$ cat src/rtl/cppcrc_pkg.sv
`default_nettype none
// ----------------------------------------------------------------------------
// cppcrc_pkg
// Types, constants and functions shared by the configuration packet parser.
// ----------------------------------------------------------------------------
package cppcrc_pkg;

    localparam int WORD_W  = 32;
    localparam int ADDR_W  = 5;
    localparam int COUNT_W = 27;
    localparam int TYPE1_COUNT_W = 11;

    localparam logic [WORD_W-1:0] SYNC_WORD = 32'hAA99_5566;
    localparam logic [WORD_W-1:0] NOOP_WORD = 32'h2000_0000;
    localparam logic [WORD_W-1:0] ZERO_WORD = 32'h0000_0000;
    localparam logic [WORD_W-1:0] CRC_POLY  = 32'h1EDC_6F41;
    localparam logic [WORD_W-1:0] CMD_RCRC  = 32'h0000_0007;
    localparam logic [WORD_W-1:0] IDCODE_RESET = 32'h0165_8093;

    localparam logic [2:0] HDR_TYPE1 = 3'd1;
    localparam logic [2:0] HDR_TYPE2 = 3'd2;

    localparam logic [ADDR_W-1:0] ADDR_CRC    = 5'd0;
    localparam logic [ADDR_W-1:0] ADDR_FAR    = 5'd1;
    localparam logic [ADDR_W-1:0] ADDR_FDRI   = 5'd2;
    localparam logic [ADDR_W-1:0] ADDR_CMD    = 5'd4;
    localparam logic [ADDR_W-1:0] ADDR_LOUT   = 5'd8;
    localparam logic [ADDR_W-1:0] ADDR_IDCODE = 5'd12;

    typedef enum logic [1:0] {
        PH_UNSYNCED = 2'd0,
        PH_HEADER   = 2'd1,
        PH_DATA     = 2'd2,
        PH_HALTED   = 2'd3
    } t_phase;

    typedef enum logic [2:0] {
        EV_SKIPPED = 3'd0,
        EV_SYNC    = 3'd1,
        EV_IGNORED = 3'd2,
        EV_HEADER  = 3'd3,
        EV_DATA    = 3'd4,
        EV_ERROR   = 3'd5,
        EV_HALTED  = 3'd6
    } t_event;

    typedef enum logic [1:0] {
        ERR_NONE       = 2'd0,
        ERR_UNKNOWN    = 2'd1,
        ERR_FRAME_LEN  = 2'd2,
        ERR_IDCODE     = 2'd3
    } t_err;

    // Frame length in words. The divisibility test below splits it into a
    // power of two and an odd factor, and tests the odd factor by multiplying
    // with its inverse modulo 2**COUNT_W.
    localparam int FRAME_WORDS = 41;

    function automatic int f_trailing_zeros(input int d);
        int n;
        int v;
        n = 0;
        v = d;
        for (int i = 0; i < 11; i++) begin
            if ((v % 2 == 0) && (v != 0)) begin
                v = v / 2;
                n = n + 1;
            end
        end
        return n;
    endfunction

    function automatic logic [COUNT_W-1:0] f_inverse(input logic [COUNT_W-1:0] d);
        logic [COUNT_W-1:0] x;
        x = d;
        for (int i = 0; i < 5; i++) begin
            x = x * (COUNT_W'(2) - d * x);
        end
        return x;
    endfunction

    localparam int FW_TZ  = f_trailing_zeros(FRAME_WORDS);
    localparam int FW_ODD = FRAME_WORDS >> FW_TZ;
    localparam logic [COUNT_W-1:0] FW_LOW_MASK = COUNT_W'((64'd1 << FW_TZ) - 64'd1);
    localparam logic [COUNT_W-1:0] FW_INV   = f_inverse(COUNT_W'(FW_ODD));
    localparam logic [COUNT_W-1:0] FW_LIMIT = COUNT_W'(((64'd1 << COUNT_W) - 64'd1) / FW_ODD);

    function automatic logic f_frame_multiple(input logic [COUNT_W-1:0] n);
        logic [COUNT_W-1:0] odd_part;
        logic [COUNT_W-1:0] prod;
        odd_part = n >> FW_TZ;
        prod     = odd_part * FW_INV;
        return ((n & FW_LOW_MASK) == '0) && (prod <= FW_LIMIT);
    endfunction

    // One CRC-32C shift step, most significant bit first.
    function automatic logic [WORD_W-1:0] f_crc_bit(input logic [WORD_W-1:0] c, input logic b);
        logic fb;
        fb = c[WORD_W-1] ^ b;
        return {c[WORD_W-2:0], 1'b0} ^ (fb ? CRC_POLY : ZERO_WORD);
    endfunction

    // Data bits least significant first, then the register address bits.
    function automatic logic [WORD_W-1:0] f_crc_word(input logic [WORD_W-1:0] crc,
                                                     input logic [ADDR_W-1:0] addr,
                                                     input logic [WORD_W-1:0] w);
        logic [WORD_W-1:0] c;
        c = crc;
        for (int i = 0; i < WORD_W; i++) begin
            c = f_crc_bit(c, w[i]);
        end
        for (int i = 0; i < ADDR_W; i++) begin
            c = f_crc_bit(c, addr[i]);
        end
        return c;
    endfunction

endpackage
`default_nettype wire

$ cat src/rtl/cppcrc_in_if.sv
`default_nettype none
// ----------------------------------------------------------------------------
// cppcrc_in_if
// Input channel: one configuration stream word per item.
// ----------------------------------------------------------------------------
interface cppcrc_in_if
    import cppcrc_pkg::*;
();
    logic              valid;
    logic              ready;
    logic [WORD_W-1:0] word;
    logic              restart;

    modport source (output valid, output word, output restart, input ready);
    modport sink   (input valid, input word, input restart, output ready);
endinterface
`default_nettype wire

$ cat src/rtl/cppcrc_out_if.sv
`default_nettype none
// ----------------------------------------------------------------------------
// cppcrc_out_if
// Output channel: one parser result per item.
// ----------------------------------------------------------------------------
interface cppcrc_out_if
    import cppcrc_pkg::*;
();
    logic               valid;
    logic               ready;
    logic [2:0]         event_res;
    logic [ADDR_W-1:0]  reg_addr;
    logic [WORD_W-1:0]  value;
    logic [WORD_W-1:0]  crc_value;
    logic [COUNT_W-1:0] words_left;
    logic [1:0]         error_code;

    modport source (output valid, output event_res, output reg_addr, output value,
                    output crc_value, output words_left, output error_code, input ready);
    modport sink   (input valid, input event_res, input reg_addr, input value,
                    input crc_value, input words_left, input error_code, output ready);
endinterface
`default_nettype wire

$ cat src/rtl/config_packet_processor_crc.sv
`default_nettype none
// ----------------------------------------------------------------------------
// config_packet_processor_crc
// Configuration packet parser with a CRC-32C check register.
// An accepted item is held in the input register, then in the result register.
// Throughput is one item per cycle unless the output stalls; the parse and the
// 37-bit CRC update sit in one stage between the input and result registers.
// Synchronous active-low reset returns to the unsynced search, clears the
// CRC and packet state and loads the default expected IDCODE.
// ----------------------------------------------------------------------------
module config_packet_processor_crc
    import cppcrc_pkg::*;
(
    input  wire logic              i_clk,
    input  wire logic              i_rst_n,
    input  wire logic              i_cfg_wr_en,
    input  wire logic [WORD_W-1:0] i_cfg_wr_data,
    cppcrc_in_if.sink              i_item,
    cppcrc_out_if.source           o_item
);

    logic [WORD_W-1:0]  r_idcode;

    logic               r_in_valid;
    logic [WORD_W-1:0]  r_word;
    logic               r_restart;

    t_phase             r_phase,  n_phase;
    logic [ADDR_W-1:0]  r_active, n_active;
    logic [COUNT_W-1:0] r_remain, n_remain;
    logic [WORD_W-1:0]  r_crc,    n_crc;
    logic               r_rcrc,   n_rcrc;

    logic               r_out_valid;
    t_event             r_out_event, n_event;
    t_err               r_out_err,   n_err;
    logic [ADDR_W-1:0]  r_out_addr;
    logic [WORD_W-1:0]  r_out_value;
    logic [WORD_W-1:0]  r_out_crc;
    logic [COUNT_W-1:0] r_out_remain;

    logic               advance;
    t_phase             cur_phase;
    logic [COUNT_W-1:0] cur_remain;
    logic [COUNT_W-1:0] dec_remain;

    assign advance      = r_in_valid && (!r_out_valid || o_item.ready);
    assign i_item.ready = !r_in_valid || advance;

    always_ff @(posedge i_clk) begin
        if (!i_rst_n) begin
            r_idcode <= IDCODE_RESET;
        end else if (i_cfg_wr_en) begin
            r_idcode <= i_cfg_wr_data;
        end
    end

    always_ff @(posedge i_clk) begin
        if (!i_rst_n) begin
            r_in_valid <= 1'b0;
        end else if (i_item.ready) begin
            r_in_valid <= i_item.valid;
        end
    end

    always_ff @(posedge i_clk) begin
        if (i_item.ready && i_item.valid) begin
            r_word    <= i_item.word;
            r_restart <= i_item.restart;
        end
    end

    always_comb begin
        cur_phase  = r_restart ? PH_UNSYNCED : r_phase;
        cur_remain = r_restart ? '0 : r_remain;
        dec_remain = (cur_remain != '0) ? cur_remain - COUNT_W'(1) : cur_remain;
        n_phase    = cur_phase;
        n_active   = r_active;
        n_remain   = cur_remain;
        n_crc      = r_crc;
        n_rcrc     = r_rcrc;
        n_event    = EV_SKIPPED;
        n_err      = ERR_NONE;
        unique case (cur_phase)
            PH_UNSYNCED: begin
                if (r_word == SYNC_WORD) begin
                    n_phase = PH_HEADER;
                    n_event = EV_SYNC;
                end
            end
            PH_HEADER: begin
                if (r_word == NOOP_WORD || r_word == ZERO_WORD) begin
                    n_event = EV_IGNORED;
                end else if (r_word[31:29] == HDR_TYPE1 || r_word[31:29] == HDR_TYPE2) begin
                    if (r_word[31:29] == HDR_TYPE1) begin
                        n_active = r_word[17:13];
                        n_remain = COUNT_W'(r_word[TYPE1_COUNT_W-1:0]);
                    end else begin
                        n_remain = r_word[COUNT_W-1:0];
                    end
                    n_event = EV_HEADER;
                    if (n_remain != '0) begin
                        n_phase = PH_DATA;
                        if (n_active == ADDR_FDRI && !f_frame_multiple(n_remain)) begin
                            n_event = EV_ERROR;
                            n_err   = ERR_FRAME_LEN;
                            n_phase = PH_HALTED;
                        end
                    end
                end else begin
                    n_event = EV_ERROR;
                    n_err   = ERR_UNKNOWN;
                    n_phase = PH_HALTED;
                end
            end
            PH_DATA: begin
                n_event  = EV_DATA;
                n_remain = dec_remain;
                if (r_active != ADDR_LOUT) begin
                    n_crc = f_crc_word(r_crc, r_active, r_word);
                end
                if (r_active == ADDR_CMD) begin
                    n_rcrc = (r_word == CMD_RCRC);
                end
                if (dec_remain == '0) begin
                    n_phase = PH_HEADER;
                    if ((r_active == ADDR_CMD || r_active == ADDR_FAR) && n_rcrc) begin
                        n_crc = '0;
                    end
                    if (r_active == ADDR_IDCODE && r_word != r_idcode) begin
                        n_event = EV_ERROR;
                        n_err   = ERR_IDCODE;
                        n_phase = PH_HALTED;
                    end
                end
            end
            PH_HALTED: begin
                n_event = EV_HALTED;
            end
            default: begin
                n_event = EV_HALTED;
            end
        endcase
    end

    always_ff @(posedge i_clk) begin
        if (!i_rst_n) begin
            r_phase  <= PH_UNSYNCED;
            r_active <= '0;
            r_remain <= '0;
            r_crc    <= '0;
            r_rcrc   <= 1'b0;
        end else if (advance) begin
            r_phase  <= n_phase;
            r_active <= n_active;
            r_remain <= n_remain;
            r_crc    <= n_crc;
            r_rcrc   <= n_rcrc;
        end
    end

    always_ff @(posedge i_clk) begin
        if (!i_rst_n) begin
            r_out_valid <= 1'b0;
        end else if (advance) begin
            r_out_valid <= 1'b1;
        end else if (o_item.ready) begin
            r_out_valid <= 1'b0;
        end
    end

    always_ff @(posedge i_clk) begin
        if (advance) begin
            r_out_event  <= n_event;
            r_out_err    <= n_err;
            r_out_addr   <= n_active;
            r_out_value  <= r_word;
            r_out_crc    <= n_crc;
            r_out_remain <= n_remain;
        end
    end

    assign o_item.valid      = r_out_valid;
    assign o_item.event_res  = r_out_event;
    assign o_item.reg_addr   = r_out_addr;
    assign o_item.value      = r_out_value;
    assign o_item.crc_value  = r_out_crc;
    assign o_item.words_left = r_out_remain;
    assign o_item.error_code = r_out_err;

    // An error result always leaves the parser halted.
    a_error_halts: assert property (@(posedge i_clk) disable iff (!i_rst_n)
        advance && n_event == EV_ERROR |=> r_phase == PH_HALTED)
        else $error("error item did not halt the parser");

    // A halted parser changes no CRC or packet state until restart.
    a_halt_frozen: assert property (@(posedge i_clk) disable iff (!i_rst_n)
        advance && r_phase == PH_HALTED && !r_restart
        |=> $stable(r_crc) && $stable(r_remain) && $stable(r_active))
        else $error("halted parser changed its state");

    // A held input item is not lost while the result register is full.
    a_input_held: assert property (@(posedge i_clk) disable iff (!i_rst_n)
        r_in_valid && !advance |=> r_in_valid && $stable(r_word) && $stable(r_restart))
        else $error("pending input item was overwritten");

    // The error code is set exactly on error results.
    a_error_code: assert property (@(posedge i_clk) disable iff (!i_rst_n)
        advance |=> (r_out_event == EV_ERROR) == (r_out_err != ERR_NONE))
        else $error("error code does not match event");

endmodule
`default_nettype wire

$ cat src/flat_wrapper.sv
// flat-port wrapper written by rule: the top's interface ports become plain ports
module config_packet_processor_crc_flat import cppcrc_pkg::*;
  (i_clk, i_rst_n, i_cfg_wr_en, i_cfg_wr_data, i_item_valid, i_item_word, i_item_restart, i_item_ready, o_item_valid, o_item_event_res, o_item_reg_addr, o_item_value, o_item_crc_value, o_item_words_left, o_item_error_code, o_item_ready);
  cppcrc_in_if i_item_i ();
  cppcrc_out_if o_item_i ();
  input  wire logic i_clk;
  input  wire logic i_rst_n;
  input  wire logic i_cfg_wr_en;
  input  wire logic [WORD_W-1:0] i_cfg_wr_data;
  input wire logic [$bits(i_item_i.valid)-1:0] i_item_valid;
  input wire logic [$bits(i_item_i.word)-1:0] i_item_word;
  input wire logic [$bits(i_item_i.restart)-1:0] i_item_restart;
  output wire logic [$bits(i_item_i.ready)-1:0] i_item_ready;
  output wire logic [$bits(o_item_i.valid)-1:0] o_item_valid;
  output wire logic [$bits(o_item_i.event_res)-1:0] o_item_event_res;
  output wire logic [$bits(o_item_i.reg_addr)-1:0] o_item_reg_addr;
  output wire logic [$bits(o_item_i.value)-1:0] o_item_value;
  output wire logic [$bits(o_item_i.crc_value)-1:0] o_item_crc_value;
  output wire logic [$bits(o_item_i.words_left)-1:0] o_item_words_left;
  output wire logic [$bits(o_item_i.error_code)-1:0] o_item_error_code;
  input wire logic [$bits(o_item_i.ready)-1:0] o_item_ready;
  assign i_item_i.valid = i_item_valid;
  assign i_item_i.word = i_item_word;
  assign i_item_i.restart = i_item_restart;
  assign i_item_ready = i_item_i.ready;
  assign o_item_valid = o_item_i.valid;
  assign o_item_event_res = o_item_i.event_res;
  assign o_item_reg_addr = o_item_i.reg_addr;
  assign o_item_value = o_item_i.value;
  assign o_item_crc_value = o_item_i.crc_value;
  assign o_item_words_left = o_item_i.words_left;
  assign o_item_error_code = o_item_i.error_code;
  assign o_item_i.ready = o_item_ready;
  config_packet_processor_crc u_core (.i_clk(i_clk), .i_rst_n(i_rst_n), .i_cfg_wr_en(i_cfg_wr_en), .i_cfg_wr_data(i_cfg_wr_data), .i_item(i_item_i), .o_item(o_item_i));
endmodule
$ cat config.mk
export PLATFORM = sky130hd
export DESIGN_NAME = config_packet_processor_crc_flat
export DESIGN_NICKNAME = d
export VERILOG_FILES = /design/src/rtl/cppcrc_pkg.sv /design/src/rtl/cppcrc_in_if.sv /design/src/rtl/cppcrc_out_if.sv /design/src/rtl/config_packet_processor_crc.sv /design/src/flat_wrapper.sv
export SDC_FILE = /design/constraint.sdc
export NUM_CORES = 1
export LEC_CHECK = 0
export BUFFER_PORTS_ARGS = -buffer_cell sky130_fd_sc_hd__buf_4
export CAP_MARGIN = 20
export CORE_UTILIZATION = 62
export DETAILED_ROUTE_END_ITERATION = 6
export PLACE_DENSITY = 0.8
export SLEW_MARGIN = 25
export SYNTH_ARGS = -nofsm -noshare
export SYNTH_HDL_FRONTEND = slang
export SYNTH_SLANG_ARGS = --single-unit
$ cat constraint.sdc
create_clock -name i_clk -period 7.1 [get_ports i_clk]
set_input_delay 0 -clock i_clk [delete_from_list [all_inputs] [get_ports i_clk]]
set_output_delay 0 -clock i_clk [all_outputs]
set_load 0.01 [all_outputs]
==> flow_summary.toml <==
[synthesis]
synth_seq_cells = 235
yosysWarnings = 0
syn-cell-area_um2 = 20790
syn-num-nets = 2371
syn_inst = 2044
yosysUniqueCellTypes = 70
yosysSeqAreaShare = 0.2908
synth_ff_type = "edfxtp_1"
synth_edf_count = 134
synth_area_per_cell_um2 = 10.17
async_flop_share = 0

[worst_setup_path]
r2r.worst_path.cells = 26
setup.worst_path.start = "u_core.r_word[2]"
crit_type = "register to register"
cp.arrival_ns = 7.08
critPathMaxFanout = 11
cp-end-kind = "register"
cp-start-kind = "register"
r2r-start = "u_core.r_word[2]"
required_ns = 7.47

[place]
gp_congestion = 0.9774
numPortBuffers = 172
dpl.hpwl_um = 48070

[clocking]
cts.sinks = 235
cts_setup_buffers = 0
htree_levels = 1
clockBufferDepth = 3
numCtsBuffers = 25
cts_tree = "done"
clk_latency_ns = 0.57
ctsRootBufferMaster = "clkbuf_16"
clk_pin_slew_ns = 0.07

[die]
floorplan.initialDensity = 0.6341
ios = 173
die-height_um = 185.1
die_area_um2 = 34260
core_um2 = 32780
fp.dieW_um = 185.1
row_count = 66

[timing]
worst_pin_slew_ns = 1.053
slew_violations = 0
finalSetupTns_ns = 0
hold_violations = 0
max_freq_mhz = 149.0
skew_ns = 0.02605
min_period_ns = 6.710
rsz0062_at_grt = "no"
slew_headroom = 0.2974
min_period_over_period = 0.9451
setup_viol = 0

[grt]
grt_max_degree = 75
antenna_found_initial = 0
grt_use_total = 0.3812
grt_pass1_vias = 16390
grt-ovfl-total = 0
grt_pass1_wl_um = 97290

[finish]
multi_input_area_um2 = 13600
syn2layout_area_growth_pct = 18.61
drive_gt1_frac = 0.1630
finalCoreUtilization = 0.7521
nFillCells = 2208
antennaDiodeCount = 0
register_area_um2 = 6046
final_nets = 2652

[route]
routed_wl_um = 63860
viasPerCell = 5.834
wire_per_inst_um = 22.92
drtAntennaViolNets = 0
drt-initial-drc-count = 1695
vias = 16250
drc = 0
dr.pass1.iters = 6

[worst_hold_path]
hold_depth = 3
hp-class = "input pin to register"
min_from = "i_cfg_wr_en"

[run]
maxCapViolCount = 0

[outcome]
outcome = "complete, no violations"
-- worst paths after layout --
| check | to | slack, ns |
|---|---|---|
| setup / recovery | u_core.o_item.event_res[1] | 0.39 |
| hold / removal | u_core.r_idcode[20] | 0.03 |
| setup reg to reg | u_core.o_item.event_res[1] | 0.39 |
| hold reg to reg | u_core.r_remain[18] | 0.51 |
-- worst max-delay path, stage by stage, from the launching register on --
cell and delay, ns:
edfxtp_1 0.70, ha_1 0.35, ha_1 0.28, ha_1 0.29, ha_1 0.28, inv_1 0.05
fa_1 0.49, inv_1 0.05, ha_1 0.32, nor2b_1 0.15, o21bai_1 0.18, a21boi_0 0.12
o21ai_0 0.23, a21boi_0 0.14, o21a_1 0.19, o21a_1 0.18, o21a_1 0.20, o21a_1 0.22
o21a_1 0.21, o21a_1 0.20, o211a_1 0.25, o41a_1 0.42, nor4_1 0.27, a31oi_1 0.06
nor3_1 0.25, o22ai_1 0.18, o31ai_1 0.27
-- area by class of cell --
type,count,area share
inverter,226,0.03451
clock buffer,27,0.02608
multi-input combinational,1503,0.5517
clock inverter,19,0.009489
sequential,235,0.2452
timing repair buffer,334,0.1106
tap,442,0.02243
-- registers in the layout, summed over array words and instances (netlist names), 3 cells and up --
register                  count
u_core.r_word                32
u_core.r_idcode              32
u_core.r_crc                 32
u_core.o_item.crc_value      32
u_core.r_active               5
u_core.r_remain              27
u_core.o_item.words_left     27
u_core.o_item.value          32
u_core.o_item.reg_addr        5
u_core.o_item.event_res       3
-- per-stage QoR --
stage	area, um2	instances	setup slack [ns]	hold WS, ns
2_1_floorplan	20790	2044	0.7909	0.09887
3_3_place_gp	22890	2652	0.5532	0.1782
3_5_place_dp	22890	2652	0.4229	0.1793
4_1_cts	24650	2786	0.3855	0.004195
5_1_grt	24660	2786	0.06199	0.03173
6_report	24660	2786	0.3901	0.02837
-- Yosys cell counts, types with 4 or more instances --
master	n	share of area
xnor2_4	15	0.020
o211ai_1	4	0.0014
a21oi_1	68	0.016
nand4_1	18	0.0054
or2_2	4	0.0012
nor2b_1	8	0.0024
dfxtp_1	101	0.097
nor2_1	122	0.022
buf_2	4	0.00096
a22oi_1	10	0.0036
clkbuf_1	65	0.012
o2bb2ai_1	17	0.0072
fa_1	93	0.090
inv_1	226	0.041
a2bb2oi_1	4	0.0017
buf_1	10	0.0018
o22ai_1	7	0.0021
xnor3_1	20	0.022
mux2_2	5	0.0027
nand2_1	165	0.030
o21bai_1	4	0.0014
xnor3_2	6	0.0069
a21o_1	11	0.0040
and2_1	8	0.0024
xor2_1	72	0.030
a22o_1	31	0.013
nand2b_1	8	0.0024
xnor2_2	34	0.027
o21ai_0	66	0.016
mux2i_1	37	0.018
edfxtp_1	134	0.19
nor3_1	38	0.0091
o21a_1	9	0.0033
o21ai_1	8	0.0019
xnor2_1	328	0.14
or3_1	6	0.0018
xor2_4	5	0.0066
and3_1	5	0.0015
a211oi_1	4	0.0014
o31ai_1	5	0.0018
a31oi_1	6	0.0018
nand3_1	18	0.0043
ha_1	164	0.099
xor2_2	10	0.0078
nor4_1	13	0.0039
-- repair_timing --
item / in CTS / in global routing
hold buffers: 88 / 0
hold endpoints to repair: 69 / 0
resized for setup: 0 / 1
setup endpoints to repair: 0 / 3
-- kinds of logic after synthesis --
logic type	after synthesis	synth area share
simple gates	428	0.09221
fa+ha+maj	257	0.1883
buf+inv	306	0.05556
mux	42	0.02052
xor+xnor	495	0.2639
compound gates	281	0.08872
flops	235	0.2908
-- routing by layer --
layer | part of all wire | global-route usage | vias to the layer above
li1 | - | - | 7378
met1 | 0.43 | 0.5441 | 7863
met2 | 0.44 | 0.5889 | 874
met4 | 0.033 | 0.1226 | 0
met5 | 0 | 0 | -
met3 | 0.091 | 0.06351 | 139
-- cells in the final DEF, fill, tap and decap left out, types with 6 or more instances in the layout --
cell and count:
a21o_1 11, a21oi_1 68, a22o_1 31, a22oi_1 10, a31oi_1 6, and2_1 8, buf_4 246, clkbuf_16 25
dfxtp_1 101, dlygate4sd3_1 88, edfxtp_1 134, fa_1 93, ha_1 164, inv_1 224, mux2i_1 37, nand2_1 165
nand2b_1 7, nand3_1 18, nand4_1 18, nor2_1 121, nor2b_1 8, nor3_1 38, nor4_1 13, o21a_1 9
o21ai_0 66, o21ai_1 8, o22ai_1 7, o2bb2ai_1 17, or3_1 6, xnor2_1 328, xnor2_2 34, xnor2_4 15
xnor3_1 20, xnor3_2 6, xor2_1 72, xor2_2 10
Power is not shown: default switching activity piles up to over one toggle a cycle in this logic, so the estimate is an artifact.
